### src/design/dgf_pkg.sv
package dgf_pkg;

  localparam int STATE_FRAC_BITS = 16;

  localparam int CFG_IDX_W = 3;
  localparam int LEN_W     = 11;
  localparam int WORD_W    = 16;
  localparam int UPC_W     = 7;
  localparam int CNT_W     = 5;

  // configuration register indexes
  localparam logic [CFG_IDX_W-1:0] CFG_LENGTH_LONG = 3'd0;
  localparam logic [CFG_IDX_W-1:0] CFG_LENGTH_VERT = 3'd1;
  localparam logic [CFG_IDX_W-1:0] CFG_SIGMA_NORTH = 3'd2;
  localparam logic [CFG_IDX_W-1:0] CFG_SIGMA_EAST  = 3'd3;
  localparam logic [CFG_IDX_W-1:0] CFG_SIGMA_DOWN  = 3'd4;
  localparam logic [CFG_IDX_W-1:0] CFG_STEP_TIME   = 3'd5;

  localparam logic [LEN_W-1:0]  RST_LENGTH_LONG = 11'd200;
  localparam logic [LEN_W-1:0]  RST_LENGTH_VERT = 11'd50;
  localparam logic [WORD_W-1:0] RST_SIGMA_NORTH = 16'd8684;
  localparam logic [WORD_W-1:0] RST_SIGMA_EAST  = 16'd8684;
  localparam logic [WORD_W-1:0] RST_SIGMA_DOWN  = 16'd5734;
  localparam logic [WORD_W-1:0] RST_STEP_TIME   = 16'd1311;

  typedef enum logic [4:0] {
    UOP_NOP,
    UOP_DIV_INIT,
    UOP_DIV_STEP,
    UOP_SAVE_Q,
    UOP_SQRT_INIT,
    UOP_SQRT_STEP,
    UOP_ROOT_SAVE,
    UOP_MUL,
    UOP_WB,
    UOP_ACC_NOISE,
    UOP_ACC_SUB,
    UOP_ACC_CLR,
    UOP_ACC_ADDG,
    UOP_DSAVE,
    UOP_SMUL,
    UOP_SWB,
    UOP_GSAVE,
    UOP_END
  } uop_t;

  typedef logic [4:0] sel_t;

  // divider operand / quotient destination
  localparam sel_t DV_LONG = 5'd0;
  localparam sel_t DV_VERT = 5'd1;

  // square root radicand / root destination
  localparam sel_t SQ_2L = 5'd0;
  localparam sel_t SQ_3L = 5'd1;
  localparam sel_t SQ_1L = 5'd2;
  localparam sel_t SQ_3V = 5'd3;
  localparam sel_t SQ_1V = 5'd4;

  // multiplier operand pairs; the first nine also name writeback destinations
  localparam sel_t M_SQ_L = 5'd0;
  localparam sel_t M_SQ_V = 5'd1;
  localparam sel_t M_T_L  = 5'd2;
  localparam sel_t M_T_V  = 5'd3;
  localparam sel_t M_G0   = 5'd4;
  localparam sel_t M_G1   = 5'd5;
  localparam sel_t M_G2   = 5'd6;
  localparam sel_t M_G3   = 5'd7;
  localparam sel_t M_G4   = 5'd8;
  localparam sel_t M_P0X0 = 5'd9;
  localparam sel_t M_P1X1 = 5'd10;
  localparam sel_t M_Q0X2 = 5'd11;
  localparam sel_t M_P2X3 = 5'd12;
  localparam sel_t M_Q1X4 = 5'd13;
  localparam sel_t M_G0X0 = 5'd14;
  localparam sel_t M_G1X1 = 5'd15;
  localparam sel_t M_G2X2 = 5'd16;
  localparam sel_t M_G3X3 = 5'd17;
  localparam sel_t M_G4X4 = 5'd18;

  // axis for noise, derivative and gust
  localparam sel_t AX_N = 5'd0;
  localparam sel_t AX_E = 5'd1;
  localparam sel_t AX_D = 5'd2;

  // filter state index
  localparam sel_t X0 = 5'd0;
  localparam sel_t X1 = 5'd1;
  localparam sel_t X2 = 5'd2;
  localparam sel_t X3 = 5'd3;
  localparam sel_t X4 = 5'd4;

  localparam sel_t END_QUIET = 5'd0;
  localparam sel_t END_EMIT  = 5'd1;

  localparam logic [UPC_W-1:0] AIR_START  = 7'd0;
  localparam logic [UPC_W-1:0] TICK_START = 7'd40;

  typedef struct packed {
    uop_t             op;
    sel_t             sel;
    logic [CNT_W-1:0] last;
  } uinstr_t;

  typedef struct packed {
    uop_t op;
    sel_t sel;
    logic load_in;
    logic load_out;
  } cmd_t;

  function automatic uinstr_t ucode(input logic [UPC_W-1:0] a);
    uinstr_t u;
    unique case (a)
      7'd0:  u = '{UOP_DIV_INIT, DV_LONG, 5'd0};
      7'd1:  u = '{UOP_DIV_STEP, DV_LONG, 5'd23};
      7'd2:  u = '{UOP_SAVE_Q, DV_LONG, 5'd0};
      7'd3:  u = '{UOP_DIV_INIT, DV_VERT, 5'd0};
      7'd4:  u = '{UOP_DIV_STEP, DV_VERT, 5'd23};
      7'd5:  u = '{UOP_SAVE_Q, DV_VERT, 5'd0};
      7'd6:  u = '{UOP_SQRT_INIT, SQ_2L, 5'd0};
      7'd7:  u = '{UOP_SQRT_STEP, SQ_2L, 5'd20};
      7'd8:  u = '{UOP_ROOT_SAVE, SQ_2L, 5'd0};
      7'd9:  u = '{UOP_SQRT_INIT, SQ_3L, 5'd0};
      7'd10: u = '{UOP_SQRT_STEP, SQ_3L, 5'd20};
      7'd11: u = '{UOP_ROOT_SAVE, SQ_3L, 5'd0};
      7'd12: u = '{UOP_SQRT_INIT, SQ_1L, 5'd0};
      7'd13: u = '{UOP_SQRT_STEP, SQ_1L, 5'd20};
      7'd14: u = '{UOP_ROOT_SAVE, SQ_1L, 5'd0};
      7'd15: u = '{UOP_SQRT_INIT, SQ_3V, 5'd0};
      7'd16: u = '{UOP_SQRT_STEP, SQ_3V, 5'd20};
      7'd17: u = '{UOP_ROOT_SAVE, SQ_3V, 5'd0};
      7'd18: u = '{UOP_SQRT_INIT, SQ_1V, 5'd0};
      7'd19: u = '{UOP_SQRT_STEP, SQ_1V, 5'd20};
      7'd20: u = '{UOP_ROOT_SAVE, SQ_1V, 5'd0};
      7'd21: u = '{UOP_MUL, M_SQ_L, 5'd0};
      7'd22: u = '{UOP_WB, M_SQ_L, 5'd0};
      7'd23: u = '{UOP_MUL, M_SQ_V, 5'd0};
      7'd24: u = '{UOP_WB, M_SQ_V, 5'd0};
      7'd25: u = '{UOP_MUL, M_T_L, 5'd0};
      7'd26: u = '{UOP_WB, M_T_L, 5'd0};
      7'd27: u = '{UOP_MUL, M_T_V, 5'd0};
      7'd28: u = '{UOP_WB, M_T_V, 5'd0};
      7'd29: u = '{UOP_MUL, M_G0, 5'd0};
      7'd30: u = '{UOP_WB, M_G0, 5'd0};
      7'd31: u = '{UOP_MUL, M_G1, 5'd0};
      7'd32: u = '{UOP_WB, M_G1, 5'd0};
      7'd33: u = '{UOP_MUL, M_G2, 5'd0};
      7'd34: u = '{UOP_WB, M_G2, 5'd0};
      7'd35: u = '{UOP_MUL, M_G3, 5'd0};
      7'd36: u = '{UOP_WB, M_G3, 5'd0};
      7'd37: u = '{UOP_MUL, M_G4, 5'd0};
      7'd38: u = '{UOP_WB, M_G4, 5'd0};
      7'd39: u = '{UOP_END, END_QUIET, 5'd0};
      7'd40: u = '{UOP_ACC_NOISE, AX_N, 5'd0};
      7'd41: u = '{UOP_MUL, M_P0X0, 5'd0};
      7'd42: u = '{UOP_ACC_SUB, AX_N, 5'd0};
      7'd43: u = '{UOP_DSAVE, AX_N, 5'd0};
      7'd44: u = '{UOP_ACC_NOISE, AX_E, 5'd0};
      7'd45: u = '{UOP_MUL, M_P1X1, 5'd0};
      7'd46: u = '{UOP_ACC_SUB, AX_E, 5'd0};
      7'd47: u = '{UOP_MUL, M_Q0X2, 5'd0};
      7'd48: u = '{UOP_ACC_SUB, AX_E, 5'd0};
      7'd49: u = '{UOP_DSAVE, AX_E, 5'd0};
      7'd50: u = '{UOP_ACC_NOISE, AX_D, 5'd0};
      7'd51: u = '{UOP_MUL, M_P2X3, 5'd0};
      7'd52: u = '{UOP_ACC_SUB, AX_D, 5'd0};
      7'd53: u = '{UOP_MUL, M_Q1X4, 5'd0};
      7'd54: u = '{UOP_ACC_SUB, AX_D, 5'd0};
      7'd55: u = '{UOP_DSAVE, AX_D, 5'd0};
      7'd56: u = '{UOP_SMUL, X0, 5'd0};
      7'd57: u = '{UOP_SWB, X0, 5'd0};
      7'd58: u = '{UOP_SMUL, X2, 5'd0};
      7'd59: u = '{UOP_SWB, X2, 5'd0};
      7'd60: u = '{UOP_SMUL, X1, 5'd0};
      7'd61: u = '{UOP_SWB, X1, 5'd0};
      7'd62: u = '{UOP_SMUL, X4, 5'd0};
      7'd63: u = '{UOP_SWB, X4, 5'd0};
      7'd64: u = '{UOP_SMUL, X3, 5'd0};
      7'd65: u = '{UOP_SWB, X3, 5'd0};
      7'd66: u = '{UOP_ACC_CLR, AX_N, 5'd0};
      7'd67: u = '{UOP_MUL, M_G0X0, 5'd0};
      7'd68: u = '{UOP_ACC_ADDG, AX_N, 5'd0};
      7'd69: u = '{UOP_GSAVE, AX_N, 5'd0};
      7'd70: u = '{UOP_ACC_CLR, AX_E, 5'd0};
      7'd71: u = '{UOP_MUL, M_G1X1, 5'd0};
      7'd72: u = '{UOP_ACC_ADDG, AX_E, 5'd0};
      7'd73: u = '{UOP_MUL, M_G2X2, 5'd0};
      7'd74: u = '{UOP_ACC_ADDG, AX_E, 5'd0};
      7'd75: u = '{UOP_GSAVE, AX_E, 5'd0};
      7'd76: u = '{UOP_ACC_CLR, AX_D, 5'd0};
      7'd77: u = '{UOP_MUL, M_G3X3, 5'd0};
      7'd78: u = '{UOP_ACC_ADDG, AX_D, 5'd0};
      7'd79: u = '{UOP_MUL, M_G4X4, 5'd0};
      7'd80: u = '{UOP_ACC_ADDG, AX_D, 5'd0};
      7'd81: u = '{UOP_GSAVE, AX_D, 5'd0};
      7'd82: u = '{UOP_END, END_EMIT, 5'd0};
      default: u = '{UOP_END, END_QUIET, 5'd0};
    endcase
    return u;
  endfunction

endpackage

### src/design/dgf_if.sv
interface dgf_item_if;
  logic               valid;
  logic               ready;
  logic               kind;
  logic        [15:0] airspeed;
  logic signed [15:0] noise_north;
  logic signed [15:0] noise_east;
  logic signed [15:0] noise_down;

  modport source (output valid, kind, airspeed, noise_north, noise_east, noise_down,
                  input ready);
  modport sink (input valid, kind, airspeed, noise_north, noise_east, noise_down,
                output ready);
endinterface


### src/design/dgf_ctrl.sv
module dgf_ctrl (
  input  logic          clk,
  input  logic          rst,
  dgf_item_if.sink      item,
  output logic          out_valid,
  input  logic          out_ready,
  output dgf_pkg::cmd_t cmd
);

  typedef enum logic [2:0] {
    S_IDLE = 3'b001,
    S_RUN  = 3'b010,
    S_HOLD = 3'b100
  } state_t;

  state_t                          state, state_next;
  logic [dgf_pkg::UPC_W-1:0]       upc, upc_next;
  logic [dgf_pkg::CNT_W-1:0]       cnt, cnt_next;
  logic                            out_valid_next;
  dgf_pkg::uinstr_t                ui;

  assign ui         = dgf_pkg::ucode(upc);
  assign item.ready = (state == S_IDLE);

  always_comb begin
    state_next     = state;
    upc_next       = upc;
    cnt_next       = cnt;
    out_valid_next = out_valid && !out_ready;
    cmd.op         = dgf_pkg::UOP_NOP;
    cmd.sel        = ui.sel;
    cmd.load_in    = 1'b0;
    cmd.load_out   = 1'b0;
    unique case (state)
      S_IDLE: begin
        if (item.valid) begin
          cmd.load_in = 1'b1;
          upc_next    = item.kind ? dgf_pkg::TICK_START : dgf_pkg::AIR_START;
          cnt_next    = '0;
          state_next  = S_RUN;
        end
      end
      S_RUN: begin
        if (ui.op == dgf_pkg::UOP_END) begin
          if (ui.sel == dgf_pkg::END_QUIET) begin
            state_next = S_IDLE;
          end else if (!out_valid || out_ready) begin
            cmd.load_out   = 1'b1;
            out_valid_next = 1'b1;
            state_next     = S_IDLE;
          end else begin
            state_next = S_HOLD;
          end
        end else begin
          cmd.op = ui.op;
          if (cnt == ui.last) begin
            cnt_next = '0;
            upc_next = upc + 1'b1;
          end else begin
            cnt_next = cnt + 1'b1;
          end
        end
      end
      S_HOLD: begin
        if (!out_valid || out_ready) begin
          cmd.load_out   = 1'b1;
          out_valid_next = 1'b1;
          state_next     = S_IDLE;
        end
      end
      default: state_next = S_IDLE;
    endcase
  end

  always_ff @(posedge clk) begin
    if (rst) begin
      state     <= S_IDLE;
      upc       <= '0;
      cnt       <= '0;
      out_valid <= 1'b0;
    end else begin
      state     <= state_next;
      upc       <= upc_next;
      cnt       <= cnt_next;
      out_valid <= out_valid_next;
    end
  end

endmodule

### src/flat_wrapper.sv
// flat-port wrapper written by rule: the top's interface ports become plain ports
module dgf_ctrl_flat 
  (clk, rst, out_valid, out_ready, cmd, item_valid, item_kind, item_airspeed, item_noise_north, item_noise_east, item_noise_down, item_ready);
  dgf_item_if item_i ();
  input  logic clk;
  input  logic rst;
  output logic out_valid;
  input  logic out_ready;
  output dgf_pkg::cmd_t cmd;
  input wire logic [$bits(item_i.valid)-1:0] item_valid;
  input wire logic [$bits(item_i.kind)-1:0] item_kind;
  input wire logic [$bits(item_i.airspeed)-1:0] item_airspeed;
  input wire logic [$bits(item_i.noise_north)-1:0] item_noise_north;
  input wire logic [$bits(item_i.noise_east)-1:0] item_noise_east;
  input wire logic [$bits(item_i.noise_down)-1:0] item_noise_down;
  output wire logic [$bits(item_i.ready)-1:0] item_ready;
  assign item_i.valid = item_valid;
  assign item_i.kind = item_kind;
  assign item_i.airspeed = item_airspeed;
  assign item_i.noise_north = item_noise_north;
  assign item_i.noise_east = item_noise_east;
  assign item_i.noise_down = item_noise_down;
  assign item_ready = item_i.ready;
  dgf_ctrl u_core (.clk(clk), .rst(rst), .item(item_i), .out_valid(out_valid), .out_ready(out_ready), .cmd(cmd));
endmodule
### config.mk
export PLATFORM = sky130hd
export DESIGN_NAME = dgf_ctrl_flat
export DESIGN_NICKNAME = d
export VERILOG_FILES = /design/src/design/dgf_pkg.sv /design/src/design/dgf_if.sv /design/src/design/dgf_ctrl.sv /design/src/flat_wrapper.sv
export SDC_FILE = /design/constraint.sdc
export NUM_CORES = 1
export LEC_CHECK = 0
export BUFFER_PORTS_ARGS = -buffer_cell sky130_fd_sc_hd__buf_2
export CORE_ASPECT_RATIO = 0.6
export CORE_MARGIN = 4
export CORE_UTILIZATION = 40
export DETAILED_ROUTE_END_ITERATION = 6
export GPL_TIMING_DRIVEN = 1
export PLACE_DENSITY_LB_ADDON = 0.05
export SYNTH_ARGS = -nofsm -noshare
export SYNTH_HDL_FRONTEND = slang
export SYNTH_SLANG_ARGS = --single-unit
### constraint.sdc
create_clock -name clk -period 7.15 [get_ports clk]
set_clock_uncertainty 0.2 [all_clocks]
set_input_delay 0.715 -clock clk [delete_from_list [all_inputs] [get_ports clk]]
set_output_delay 0.715 -clock clk [all_outputs]
set_load 0.02 [all_outputs]
==> qor.yml, run 1 <==
floorplan:
  io_pins: 83
  core_area_sq_um: 5810
  initial_core_util_pct: 42.9
  die-area_sq_um: 7600
  die_x_um: 110
  num_rows: 21
  fp.dieH_um: 69.1
synth:
  synth_common_cells: "28 x dfxtp_1, 28 x nand2_1, 24 x nor2_1"
  syn_nets: 402
  syn_avg_cell_area_sq_um: 7.86
  yosysSeqAreaShare_pct: 22.5
  synth_top_area_share_pct: 22.5
  ys_ff_latch: 28
  synth.distinct_cells: 74
  synth_top_area_cell: "dfxtp_1"
  async_reset_ff_share_pct: 0
  synth_ff_type: "dfxtp_1"
  synth_edf_count: 0
  yosys_warnings: 0
  syn-instance-count: 317
  synthTopCellsByArea: "dfxtp_1 23%, ha_1 8.0%, nand2_1 4.2%"
  syn-cell-area_sq_um: 2490
cells_and_area:
  utilization_pct: 45.6
  nets: 405
  fillers: 587
  drive_gt1_share_pct: 16.0
  antennaDiodeCount: 0
  area_growth_pct: 6.18
grt:
  track_usage_pct: 19.0
  antenna_found_initial: 0
  grt_overflow: 0
  grt_pass1_vias: 2070
  grt_first_pass_wirelength_mm: 11.4
  grt_start_max_net_pins: 39
run:
  max-cap-violations: 0
routing:
  viasPerCell: 6.10
  wl_mm: 7.19
  routedWlPerCell_um: 18.0
  final_antenna_net_count: 0
  remaining_drc_errors: 0
  drtPass1Iterations: 5
  drtIter0Drc: 255
  via_count: 2434
sta:
  fin_crit_ns: 3.89
  slew_violations: 0
  rsz0062_at_grt: "no"
  fmax_mhz: 257
  max_slew.worst_pin.slew_ns: 0.683
  slew-limit-headroom_pct: 54.3
  hold_violations: 0
  period_share_pct: 54.3
  setup_tns_ns: 0
  setup_violations: 0
clocking:
  clockBufferDepth: 2
  cts_resized: 0
  clk_latency_ns: 0.28
  numClockSinks: 28
  htreeDepth: 1
  hold_buffers: 0
  postCtsSetupBuffers: 0
  path_clk_slew_ns: 0.10
  cts_tree: "built"
  numCtsBuffers: 3
  cts_root_buf: "clkbuf_8"
setup_path:
  crit_fanout: 15
  critPathRequiredTime_ns: 7.09
  setup.worst_path.end_class: "register"
  slowest_stage: "or3b_4"
  arrival_ns: 3.83
  slowest_delay_ns: 0.45
  critical_path_class: "reg -> reg"
  crit_family: "compound AO/OA/AOI/OAI gates"
  crit_path_cell_trace: "or3b_4, a21oi_4, a21boi_0, o21ai_0, buf_4, inv_1, ha_1, nor2_4, and3b_1, a2111o_1, a211oi_1"
  r2r_cells: 11
  startpoint_type: "register"
  reg2reg_from: "u_core.state[1]$_SDFFE_PP0P_"
  path_depth: 11
  worst-path-buf-inv: 2
  worstSetupStartpoint: "u_core.state[1]$_SDFFE_PP0P_"
pwr:
  power.leakage_nw: 1.04
  swShare_pct: 30.1
  power_frac_comb_pct: 23.8
  p_int_w: 0.000272
  power_frac_seq_pct: 44.2
  clkPwrFrac_pct: 32.0
  switching_power_w: 0.000117
  vdd_drop_max_uv: 86.9
  power_density_nw_per_um2: 147
place:
  dpl.hpwl_mm: 5.14
  place.gp.congestion: 0.890
  io_buffers: 18
min_path:
  hp-class: "reg -> reg"
  min-delay-start: "u_core.out_valid$_SDFF_PP0_"
  whs_path_depth: 2
status:
  outcome: "finished, final reports clean"
## flip-flops by register name, indices dropped and copies added, names as in the netlist
signal	flops
u_core.cnt	5
u_core.upc	7
u_core.state	3
u_core.ui	12
u_core.out_valid	1
## worst register-to-register path, stage by stage, from the launching register on
cell and delay (ns):
dfxtp_1 0.44, or3b_4 0.45, a21oi_4 0.30, a21boi_0 0.13, o21ai_0 0.18, buf_4 0.26
inv_1 0.18, ha_1 0.41, nor2_4 0.19, and3b_1 0.21, a2111o_1 0.38, a211oi_1 0.43
## cells by family after synthesis
| family | count (synthesis) | synth area share, % |
|---|---|---|
| buffers and inverters | 40 | 8.24 |
| muxes | 4 | 1.71 |
| adders and majority gates | 16 | 8.04 |
| xor gates and xnor gates | 7 | 2.46 |
| AOI/OAI and AO/OA | 103 | 30.7 |
| DFF | 28 | 22.5 |
| and+or+nand+nor | 119 | 26.4 |
## metrics by stage
| stage | setup WS [ns] | area [sq um] | hold slack [ns] | instances | power (W) |
|---|---|---|---|---|---|
| floorplan | 3.86 | 2490 | 0.333 | 317 | 0.000244 |
| global placement | 3.24 | 2570 | 0.314 | 395 | 0.000267 |
| detailed placement | 3.28 | 2570 | 0.319 | 395 | 0.000266 |
| CTS | 3.40 | 2650 | 0.334 | 399 | 0.000392 |
| global route | 3.16 | 2650 | 0.358 | 399 | 0.000409 |
| finish | 3.26 | 2650 | 0.327 | 399 | 0.000389 |
## path summary, 6_finish.rpt
path / to / slack [ns]
worst min register to register: u_core.out_valid$_SDFF_PP0_ / 0.33
worst min-delay path: u_core.out_valid$_SDFF_PP0_ / 0.33
worst max-delay path: u_core.ui[5]$_DFF_P_ / 3.26
worst max register to register: u_core.ui[5]$_DFF_P_ / 3.26
## cell type report
cell class / instances / area, sq um / area share (%)
timing repair buffer: 22 / 120 / 4.54
sequential: 28 / 561 / 21.2
inverter: 16 / 67.6 / 2.55
clock buffer: 3 / 41.3 / 1.56
tap: 80 / 100 / 3.78
multi-input combinational: 249 / 1730 / 65.2
clock inverter: 1 / 30.0 / 1.14
## layout by cell type, fill, tap and decap left out, types with 7 or more instances in the layout
| cell | synthesis | routed |
|---|---|---|
| nand2_1 | 28 | 28 |
| dfxtp_1 | 28 | 28 |
| nor2_1 | 24 | 24 |
| a21oi_1 | 20 | 20 |
| buf_2 | 11 | 18 |
| nor3_1 | 16 | 16 |
| ha_1 | 16 | 16 |
| o21ai_0 | 14 | 14 |
| inv_1 | 12 | 12 |
| a211oi_1 | 11 | 11 |
| nand2b_1 | 7 | 7 |
| nand3_1 | 7 | 7 |
## per-layer routing
metal,vias to the layer above,global-route usage [%],part of all wire (%)
met1,1123,30.8,51
met3,11,7.37,10
met4,0,2.49,0.71
li1,1187,-,-
met5,-,0,0
met2,113,23.1,38
## power groups by stage
| stage | sequential, W | combinational (W) | clock, W |
|---|---|---|---|
| 3_3_place_gp | 0.000175 | 0.0000919 | 0 |
| 5_1_grt | 0.000174 | 0.0000999 | 0.000135 |
| 3_5_place_dp | 0.000176 | 0.0000903 | 0 |
| 2_1_floorplan | 0.000173 | 0.0000713 | 0 |
| 4_1_cts | 0.000172 | 0.0000906 | 0.000129 |
| 6_report | 0.000172 | 0.0000925 | 0.000124 |
Note: power is estimated with default switching activity, not from simulation.
==> run 2: changes to the inputs <==
- clock period: 7.15 -> 3.17 ns (I/O delays scaled with it)
==> run 2 against run 1 <==
Compared with the run above:
- combinational power grew to 3.0 times the previous value
- sequential share of layout area is 3.9 points lower
- via count rose by 13%
- sequential power grew 120%
==> qor.yml, run 2 (synthesized netlist as in run 1, its figures left out) <==
clocking:
  hold_buffers: 0  # unchanged
  clk_latency_ns: 0.27  # about the same
  cts_root_buf: "clkbuf_8"
  clockBufferDepth: 2  # unchanged
  numClockSinks: 28  # unchanged
  numCtsBuffers: 3  # unchanged
  path_clk_slew_ns: 0.10  # about the same
  htreeDepth: 1  # unchanged
  cts_tree: "built"
sta:
  fin_crit_ns: 3.12  # -0.764 ns
  slew-limit-headroom_pct: 69.6  # +15 points
  fmax_mhz: 320  # +24%
  rsz0062_at_grt: "yes"
  setup_violations: 0  # unchanged
  slew_violations: 0  # unchanged
  hold_violations: 0  # unchanged
  max_slew.worst_pin.slew_ns: 0.444  # -0.240 ns
  period_share_pct: 98.5  # +44 points
  hold_slack_ns: 0.155  # -0.172 ns
floorplan:
  num_rows: 21  # unchanged
  initial_core_util_pct: 42.9  # unchanged
  core_area_sq_um: 5810  # unchanged
  die_x_um: 110  # unchanged
  die-area_sq_um: 7600  # unchanged
  fp.dieH_um: 69.1  # unchanged
  io_pins: 83  # unchanged
grt:
  grt_start_max_net_pins: 19  # -51%
  grt_overflow: 0  # unchanged
  antenna_found_initial: 0  # unchanged
  track_usage_pct: 21.6  # +2.6 points
  grt_pass1_vias: 2437  # +18%
  grt_first_pass_wirelength_mm: 13.0  # +14%
routing:
  wl_mm: 8.02  # +12%
  remaining_drc_errors: 0  # unchanged
  viasPerCell: 5.85  # -4.1%
  routedWlPerCell_um: 17.1  # -4.8%
  via_count: 2739  # +13%
  drtPass1Iterations: 5  # unchanged
  drtIter0Drc: 313  # +23%
  final_antenna_net_count: 0  # unchanged
setup_path:
  setup.worst_path.end_class: "register"
  startpoint_type: "register"
  critical_path_class: "reg -> reg"
  crit_fanout: 6  # -9
  arrival_ns: 3.07  # -0.76 ns
  critPathRequiredTime_ns: 3.12  # -3.97 ns
  r2r_cells: 9  # -2
cells_and_area:
  antennaDiodeCount: 0  # unchanged
  final_common_cell: "buf_4"
  final_cell_area_sq_um: 3240  # +23%
  largest_register_ffs: 12  # unchanged
  final_cell_mix: "70 x buf_4, 28 x nand2_1, 27 x dfxtp_1, 24 x nor2_1, 20 x a21oi_1"
  drive_gt1_share_pct: 33.5  # +18 points
  area_growth_pct: 30.2
  utilization_pct: 55.9  # +10 points
  finalNonFillerCells: 468  # +17%
  nets: 474  # +17%
place:
  numPlacedInstances: 463  # +17%
  place_area_sq_um: 3110  # +21%
  io_buffers: 18  # unchanged
  dpl.hpwl_mm: 6.25  # +22%
  place.gp.congestion: 0.976  # +9.7%
pwr:
  power_density_nw_per_um2: 292  # +99%
  vdd_drop_max_uv: 206  # +140%
  power.leakage_nw: 1.39  # +34%
min_path:
  whs_path_depth: 3  # +1
  hp-class: "in -> reg"
status:
  outcome: "finished, final reports clean"
run:
  max-cap-violations: 0  # unchanged
-- run 2: stage by stage --
step,power (W),setup WS [ns],setup TNS [ns]
2_1_floorplan,0.000551,0.0616,0
3_3_place_gp,0.000662,-0.0307,-0.0468
3_5_place_dp,0.000659,0.0185,0
4_1_cts,0.000939,0.00239,0
5_1_grt,0.000992,-0.0596,-0.101
6_report,0.000948,0.0479,0
-- run 2: path summary, 6_finish.rpt --
| path | from | to | slack, ns |
|---|---|---|---|
| setup / recovery | u_core.state[2]$_SDFFE_PP0P_ | u_core.ui[11]$_DFF_P_ | 0.05 |
| hold / removal | out_ready | u_core.out_valid$_SDFF_PP0_ | 0.16 |
| setup reg to reg | u_core.state[2]$_SDFFE_PP0P_ | u_core.ui[11]$_DFF_P_ | 0.05 |
| hold reg to reg | u_core.out_valid$_SDFF_PP0_ | u_core.out_valid$_SDFF_PP0_ | 0.33 |
-- run 2: area by class of cell --
type / count / area [sq um]
fillers: 554 / 2560
flip-flops and latches: 28 / 562
clock buffers: 3 / 41.3
inverters: 16 / 70.1
multi-input cells: 249 / 1770
repair buffers: 91 / 667
well taps: 80 / 100
clock inverters: 1 / 30.0
-- run 2: timing repair --
action,CTS,global route
pin swaps,1,3
setup buffers,0,1
endpoints found under the setup margin,2,7
resized for setup,1,13
-- run 2: layer usage --
metal	vias to the layer above	GRT usage [%]	wire (um)
met5	-	0	0
met4	0	2.35	34
met3	4	5.13	895
met2	124	26.2	2940
met1	1287	37.3	4150
li1	1324	-	-
-- run 2: critical path, stage by stage (launching register included) --
cell	delay, ns
dfxtp_1	0.36
or3b_4	0.45
a21oi_4	0.22
a21oi_1	0.13
o21bai_2	0.31
ha_2	0.39
nor2_1	0.15
a2111oi_0	0.09
or4_1	0.55
o311ai_2	0.14
-- run 2: where the power goes --
group / total (W) / switching (W) / leakage (nW) / internal [W]
registers: 0.000384 / 0.0000142 / 0.228 / 0.000370
clock network: 0.000284 / 0.000114 / 0.0357 / 0.000169
logic: 0.000281 / 0.000157 / 1.13 / 0.000124
total: 0.000948 / 0.000285 / 1.39 / 0.000663
